### src/hdl/indexed_list_engine_defines.svh
// ----------------------------------------------------------------------------
// indexed_list_engine_defines
// Assertion macros shared by the list engine RTL.
// ----------------------------------------------------------------------------
`ifndef INDEXED_LIST_ENGINE_DEFINES_SVH
`define INDEXED_LIST_ENGINE_DEFINES_SVH

`ifndef ASSERT_OFF
`define ILE_ASSERT(lbl, clk, rstn, prop, msg) \
    lbl: assert property (@(posedge clk) disable iff (!rstn) prop) else $error(msg);
`define ILE_ASSERT_NEVER(lbl, clk, rstn, cond, msg) \
    `ILE_ASSERT(lbl, clk, rstn, !(cond), msg)
`else
`define ILE_ASSERT(lbl, clk, rstn, prop, msg)
`define ILE_ASSERT_NEVER(lbl, clk, rstn, cond, msg)
`endif

`endif

### src/hdl/ile_pkg.sv
// ----------------------------------------------------------------------------
// ile_pkg
// Types, codes and helpers of the indexed list engine.
// ----------------------------------------------------------------------------
package ile_pkg;

    localparam int ILE_CAPACITY = 32;
    localparam int POS_W        = 6;    // positions of a list of up to 64 entries
    localparam int CNT_MAX_W    = 7;    // length of a list of up to 64 entries
    localparam int DATA_W       = 32;
    localparam int SUM_W        = 37;
    localparam int MASK_W       = 32;
    localparam int LEN_W        = 6;
    localparam int IDX_W        = 6;
    localparam int OIDX_W       = 5;
    localparam int KIND_W       = 4;
    localparam int STATUS_W     = 2;
    localparam int S_TDATA_W    = 48;
    localparam int M_TDATA_W    = 176;

    typedef enum logic [KIND_W-1:0] {
        REQ_INSERT  = 4'd0,
        REQ_DELETE  = 4'd1,
        REQ_APPEND  = 4'd2,
        REQ_GET     = 4'd3,
        REQ_REPLACE = 4'd4,
        REQ_SWAP    = 4'd5,
        REQ_SEARCH  = 4'd6,
        REQ_REVERSE = 4'd7,
        REQ_ROTL    = 4'd8,
        REQ_ROTR    = 4'd9
    } req_kind_t;

    typedef enum logic [STATUS_W-1:0] {
        ST_OK    = 2'd0,
        ST_RANGE = 2'd1,
        ST_FULL  = 2'd2
    } status_t;

    typedef enum logic [1:0] {
        S_IDLE,
        S_EXEC,
        S_SWAP,
        S_STATS
    } state_t;

    typedef enum logic [2:0] {
        C_NONE,
        C_INSERT,
        C_DELETE,
        C_WRITE,
        C_SWAP,
        C_ROTL,
        C_ROTR
    } cell_op_t;

    typedef struct packed {
        cell_op_t                 op;
        logic [POS_W-1:0]         pos;
        logic [POS_W-1:0]         pos_b;
        logic [POS_W-1:0]         last;
        logic [CNT_MAX_W-1:0]     count;
        logic [DATA_W-1:0]        wdata;
        logic [DATA_W-1:0]        rdata;
        logic [DATA_W-1:0]        tmp;
    } cell_cmd_t;

    typedef struct packed {
        logic                     valid;
        logic signed [DATA_W-1:0] max;
        logic signed [DATA_W-1:0] min;
        logic signed [SUM_W-1:0]  sum;
    } stat_t;

    function automatic stat_t stat_leaf(input logic [DATA_W-1:0] v, input logic valid);
        stat_t s;
        s = '0;
        if (valid) begin
            s.valid = 1'b1;
            s.max   = v;
            s.min   = v;
            s.sum   = {{(SUM_W-DATA_W){v[DATA_W-1]}}, v};
        end
        return s;
    endfunction

    function automatic stat_t stat_merge(input stat_t a, input stat_t b);
        stat_t s;
        s       = '0;
        s.valid = a.valid | b.valid;
        s.sum   = a.sum + b.sum;
        if (a.valid && b.valid) begin
            s.max = (a.max < b.max) ? b.max : a.max;
            s.min = (b.min < a.min) ? b.min : a.min;
        end else if (a.valid) begin
            s.max = a.max;
            s.min = a.min;
        end else if (b.valid) begin
            s.max = b.max;
            s.min = b.min;
        end
        return s;
    endfunction

endpackage

### src/hdl/ile_cell.sv
// ----------------------------------------------------------------------------
// ile_cell
// One list position: holds an entry, shifts with its neighbors.
// ----------------------------------------------------------------------------
module ile_cell import ile_pkg::*; #(
    parameter int POS = 0
) (
    input  logic              aclk,
    input  cell_cmd_t         cmd,
    input  logic [POS_W-1:0]  rd_pos,
    input  logic [DATA_W-1:0] left_val,
    input  logic [DATA_W-1:0] right_val,
    output logic [DATA_W-1:0] value,
    output logic [DATA_W-1:0] rd_val,
    output logic              hit
);

    localparam logic [POS_W-1:0]     P  = POS_W'(POS);
    localparam logic [CNT_MAX_W-1:0] PC = CNT_MAX_W'(POS);

    logic [DATA_W-1:0] value_reg;
    logic [DATA_W-1:0] value_next;

    always_comb begin
        value_next = value_reg;
        case (cmd.op)
            C_INSERT: begin
                if (P > cmd.pos) begin
                    value_next = left_val;
                end else if (P == cmd.pos) begin
                    value_next = cmd.wdata;
                end
            end
            C_DELETE: begin
                if (P >= cmd.pos) begin
                    value_next = right_val;
                end
            end
            C_WRITE: begin
                if (P == cmd.pos) begin
                    value_next = cmd.wdata;
                end
            end
            C_SWAP: begin
                if (P == cmd.pos) begin
                    value_next = cmd.rdata;
                end else if (P == cmd.pos_b) begin
                    value_next = cmd.tmp;
                end
            end
            C_ROTL: begin
                if (P < cmd.last) begin
                    value_next = right_val;
                end else if (P == cmd.last) begin
                    value_next = cmd.rdata;
                end
            end
            C_ROTR: begin
                if (P == '0) begin
                    value_next = cmd.rdata;
                end else if (P <= cmd.last) begin
                    value_next = left_val;
                end
            end
            default: begin
            end
        endcase
    end

    always_ff @(posedge aclk) begin
        value_reg <= value_next;
    end

    assign value  = value_reg;
    assign rd_val = (rd_pos == P) ? value_reg : '0;
    assign hit    = (value_reg == cmd.wdata) && (PC < cmd.count);

endmodule

### config.mk
export PLATFORM = sky130hd
export DESIGN_NAME = ile_cell
export DESIGN_NICKNAME = d
export VERILOG_FILES = /design/src/hdl/indexed_list_engine_defines.svh /design/src/hdl/ile_pkg.sv /design/src/hdl/ile_cell.sv
export SDC_FILE = /design/constraint.sdc
export NUM_CORES = 1
export LEC_CHECK = 0
export BUFFER_PORTS_ARGS = -buffer_cell sky130_fd_sc_hd__buf_4
export CAP_MARGIN = 40
export CELL_PAD_IN_SITES_DETAIL_PLACEMENT = 1
export CELL_PAD_IN_SITES_GLOBAL_PLACEMENT = 1
export CORE_MARGIN = 5
export CORE_UTILIZATION = 24
export CTS_CLUSTER_SIZE = 16
export DETAILED_ROUTE_END_ITERATION = 12
export PLACE_DENSITY_LB_ADDON = 0.3
export SYNTH_ARGS = -nofsm -noshare
export SYNTH_HDL_FRONTEND = slang
export SYNTH_SLANG_ARGS = --single-unit
### constraint.sdc
create_clock -name aclk -period 2.9 [get_ports aclk]
set_input_delay 0.58 -clock aclk [delete_from_list [all_inputs] [get_ports aclk]]
set_output_delay 0.58 -clock aclk [all_outputs]
set_load 0.005 [all_outputs]
== Word-level counts from Yosys, hierarchy flattened ==
Cells that the tools add are included.
Cells by class
  magnitude comparators: 4
  equality and inequality tests: 10
  muxes and demuxes: 9
  reductions and logical operators: 7
Operator list (count)
  32-bit two-way mux: 8
  32-bit one-hot mux with 6 select lines: 1
  32-bit equality test: 1
  6-bit logical NOT: 4
  3-bit equality test (second input constant): 3
  1-bit by 7-bit less-than comparator with 1-bit output (first input constant): 1
  3-bit by 2-bit equality test with 1-bit output (second input constant): 2
  1-bit by 6-bit >= comparator with 1-bit output (first input constant): 1
  1-bit by 6-bit > comparator with 1-bit output (first input constant): 1
  1-bit by 6-bit less-than comparator with 1-bit output (first input constant): 1
  3-bit inequality test (second input constant): 2
  6-bit nonzero test: 1
  4-bit AND reduction: 1
  3-bit by 1-bit equality test with 1-bit output (second input constant): 1
  2-bit inequality test (second input constant): 1
  1-bit logical AND: 1
Storage, ports and cells
  flip-flop bits (word level): 32
  input port bits: 195
  output and inout port bits: 65
  word-level logic and storage cells: 31

== Longest topological paths before layout ==
  word-level depth: 4
  gate-level depth with buffers: 7
  mapped depth without buffers: 4

== Least setup slack after synthesis ==
No wires, ideal clock.
  kind: input-to-reg
  start point: in cmd[120] in the netlist's numbering
  end point: reg value_reg[0], in the netlist value[0], enable pin
  setup time: 0.391 ns
  arrival: 2.564 ns
  data required time: 2.509 ns
  slack: -0.055 ns
  stages: 5
  path buffers: 1
  cells stage by stage: nor4_1 > clkbuf_1 > a31oi_1 > a21oi_1 > o21a_1
Between the ends
  cells in the longest elaborated chain, start to end: 3
  elaborated cells between the ends (all ways): 5
  those cells by class: 1 x order compare; 2 x eq/ne; 2 x reduce/logical
Ends and longest elaborated chain
  start, declared: RTL line ile_cell.sv:9  | input cell_cmd_t cmd,
  1-bit by 6-bit >= comparator with 1-bit output or 6-bit logical NOT (tied branches)
  2-bit inequality test (no source line) or 3-bit inequality test (tied branches)
  4-bit AND reduction (no source line) *
  end signal, assigned: RTL line ile_cell.sv:71  | value_reg <= value_next;
  end, declared: RTL line ile_cell.sv:21  | logic [DATA_W-1:0] value_reg;
Mark *: on every way between the ends. The rest lies on a longest branch, timed or not.
A chain may end at the register's enable or synchronous reset.

== Worst setup path after layout ==
  start point: reg value_reg[9], in the netlist value[9]
  end point: out hit
Between the ends
  cells in the longest elaborated chain, start to end: 2
Ends and longest elaborated chain
  32-bit equality test: RTL line ile_cell.sv:76  | assign hit = (value_reg == cmd.wdata) && (PC < cmd.count);
  1-bit logical AND: RTL line ile_cell.sv:76
  end, declared: RTL line ile_cell.sv:15  | output logic hit
Every way passes these cells.

==> flow_metrics.py <==
metrics = {
    "synthesis": {
        "post_synth.cell_area_avg_um2": 8.518,
        "ys_seq_area_share_pct": 30.57,
        "post-synth-top-area-fraction_pct": 30.57,
        "yosys_warnings": 0,
        "postSynthNetCount": 564,
        "syn-cell-area_um2": 3143,
        "post-synth-top-area-cell": "sky130_fd_sc_hd__edfxtp_1",
        "ys.flop_type": "sky130_fd_sc_hd__edfxtp_1",
        "ys_ff_latch": 32,
        "netlist_top_cells_area": "sky130_fd_sc_hd__edfxtp_1 (31%), sky130_fd_sc_hd__xor2_1 (7.8%), sky130_fd_sc_hd__o221ai_1 (7.0%)",
        "synthDistinctLibCells": 36,
        "synthArstFlopShare_pct": 0,
        "number_of_instances_in_the_synthesized_netlist": 369,
        "synth_enable_flop_cells": 32,
    },
    "placed_design": {
        "dp_hpwl_um": 12350,
        "port_buffer_count": 227,
        "pre_cts_ws_ns": -0.04398,
        "gp_congestion": 0.7986,
    },
    "timing": {
        "hold-worst-slack_ns": 0.5851,
        "final-setup-viol-count": 0,
        "actual_transition_at_the_worst_max_transition_pin_ns": 0.7901,
        "rsz0062_at_grt": "no",
        "setup_slack_ns": 0.1596,
        "fmax_ghz": 0.3649,
        "worst_clock_skew_ns": 0,
        "timing.final.hold_violations": 0,
        "min_period_over_period_pct": 94.50,
        "maxSlewViolCount": 0,
        "slew_headroom_pct": 47.33,
        "period_needed_ns": 2.740,
    },
    "detailed_routing": {
        "drt_pre_antenna_iters": 4,
        "remaining_drc_errors": 0,
        "first_drt_iteration_drcs": 179,
        "route.antenna.remaining_nets": 0,
        "num_vias": 3926,
        "routedWlPerCell_um": 20.61,
        "total_wire_length_after_detailed_routing_um": 15670,
        "route.detailed.vias_per_inst": 5.166,
    },
    "grt": {
        "grt_antenna_before_repair": 0,
        "first_global_vias": 4329,
        "grt_max_degree": 34,
        "grt_pass1_wl_um": 24250,
        "grtUsageTotal_pct": 19.15,
        "globalRoute.totalOverflow": 0,
    },
    "clocking": {
        "clk_transition_reported_paths_ns": 0.06,
        "cts.htree.levels": 2,
        "clk_latency_ns": 0.28,
        "numCtsBuffers": 5,
        "tritoncts_clock_tree": "yes",
        "clock-sinks": 32,
        "cts.hold.buffers_added": 0,
        "post-cts-setup-buffer-count": 0,
        "clockBufferDepth": 2,
        "cts-resized-gates": 1,
        "cts_root_buffer": "sky130_fd_sc_hd__clkbuf_16",
    },
    "run_status": {
        "outcome": "complete, no violations",
    },
    "final_layout": {
        "fillers": 1572,
        "n_antenna_cell": 0,
        "largest_register_ffs": 32,
        "layout_commonest_cell": "sky130_fd_sc_hd__buf_4",
        "design.final.nets": 783,
        "finish.utilization_pct": 41.33,
        "most-common-layout-cells": "sky130_fd_sc_hd__buf_4 (242), sky130_fd_sc_hd__a21oi_1 (35), sky130_fd_sc_hd__and2_1 (33), sky130_fd_sc_hd__nand3_1 (33), sky130_fd_sc_hd__edfxtp_1 (32)",
        "synthToLayoutAreaGrowth_pct": 67.28,
        "final_layout_size_suffix_gt1_share_pct": 44.90,
    },
    "critical_path": {
        "timing.critical_path.to_type": "output pin",
        "critical_path_class": "register to output pin",
        "critical_path_required_ns": 2.32,
        "timing.critical_path.arrival_ns": 2.16,
        "path_max_fanout": 4,
        "worstSetupStartpointType": "register",
    },
    "power_and_ir_drop": {
        "share_of_power_burned_in_combinational_logic_pct": 34.5,
        "pwr-share-seq_pct": 36.6,
        "vdd_drop_max_mv": 0.1712,
        "netSwitchingFraction_pct": 30.90,
        "power.density_cell_area_nw_per_um2": 343.0,
        "power_frac_clock_pct": 28.9,
        "cellLeakagePower_nw": 2.357,
        "power.switching_w": 0.0005573,
        "p_int_w": 0.001246,
    },
    "floorplanning": {
        "floorplan.initialDensity_pct": 24.70,
        "num_rows": 41,
        "dieArea_um2": 15480,
        "width_of_the_die_um": 124.4,
        "fp.dieH_um": 124.4,
        "floorplan.io_pins": 260,
        "core_region_area_um2": 12720,
    },
    "run": {
        "drv.max_cap_violation_count": 0,
    },
    "hold_path": {
        "hold_class": "input pin to register",
    },
}
==> synth_stat cells, types with 3 or more instances <==
cell and number:
sky130_fd_sc_hd__mux2i_1 17, sky130_fd_sc_hd__and3_1 15, sky130_fd_sc_hd__a32oi_1 7, sky130_fd_sc_hd__inv_1 18, sky130_fd_sc_hd__nor4_1 10, sky130_fd_sc_hd__xnor2_1 4
sky130_fd_sc_hd__o21ai_0 31, sky130_fd_sc_hd__nand2b_1 4, sky130_fd_sc_hd__a2111o_1 15, sky130_fd_sc_hd__nor2_1 5, sky130_fd_sc_hd__or2_2 3, sky130_fd_sc_hd__or4_1 3
sky130_fd_sc_hd__edfxtp_1 32, sky130_fd_sc_hd__o221ai_1 25, sky130_fd_sc_hd__nand3_1 33, sky130_fd_sc_hd__clkbuf_1 28, sky130_fd_sc_hd__a21oi_1 36, sky130_fd_sc_hd__and2_1 33
sky130_fd_sc_hd__xor2_1 28
==> per-layer routing <==
layer | routed length (um) | track usage, % | vias up
li1 | - | - | 1860
met1 | 6247 | 22.78 | 1916
met2 | 8418 | 35.34 | 138
met3 | 806 | 3.774 | 12
met4 | 193 | 4.320 | 0
met5 | 0 | 0 | -
==> power groups by stage <==
stage,combinational (W),clock (W),sequential (W)
5_1_grt,0.000673,0.000544,0.000671
4_1_cts,0.000630,0.000536,0.000662
3_3_place_gp,0.000609,0,0.000668
6_report,0.000622,0.000521,0.000661
2_1_floorplan,0.000239,0,0.000656
3_5_place_dp,0.000626,0,0.000671
==> final cells by class <==
cell class / instances / area, um^2 / share of cell area (%)
Inverter: 18 / 67.56 / 1.285
Clock buffer: 6 / 128.9 / 2.451
Tap cell: 172 / 215.2 / 4.093
Multi-Input combinational cell: 287 / 2023 / 38.48
Sequential cell: 32 / 960.9 / 18.28
Clock inverter: 1 / 5.005 / 0.09519
Timing Repair Buffer: 244 / 1857 / 35.32
==> stage by stage <==
| stage | cells | cell area, um^2 | TNS, ns | power, W |
|---|---|---|---|---|
| final | 760 | 5258 | 0 | 0.001803 |
| after global routing | 760 | 5258 | 0 | 0.001888 |
| after CTS | 760 | 5256 | 0 | 0.001828 |
| after detailed placement | 753 | 5116 | -0.4695 | 0.001297 |
| after global placement | 753 | 5116 | -0.1118 | 0.001277 |
| after floorplan | 369 | 3144 | 0 | 0.0008952 |
==> cells by family after synthesis <==
| family | synth area share (%) |
|---|---|
| compound gates | 27.27 |
| xor+xnor | 8.917 |
| buf+inv | 6.528 |
| flops | 30.57 |
| mux | 5.414 |
| simple gates | 21.30 |
==> path summary, 6_finish.rpt <==
path,start,to,slack (ns),depth (start not counted)
worst max-delay path,value[9],hit,0.16,6
worst min-delay path,right_val[13],value[13],0.59,2
worst min register to register,value[25],value[25],0.75,2
worst max register to register,value[17],value[17],1.60,3
==> worst max-delay path, stage by stage (launching register included) <==
cell,delay (ns)
sky130_fd_sc_hd__edfxtp_1,0.43
sky130_fd_sc_hd__xor2_1,0.20
sky130_fd_sc_hd__nor4_2,0.41
sky130_fd_sc_hd__buf_4,0.18
sky130_fd_sc_hd__nand4_1,0.12
sky130_fd_sc_hd__a2111oi_1,0.36
sky130_fd_sc_hd__buf_4,0.18
Power figures use the tool's default switching activity.
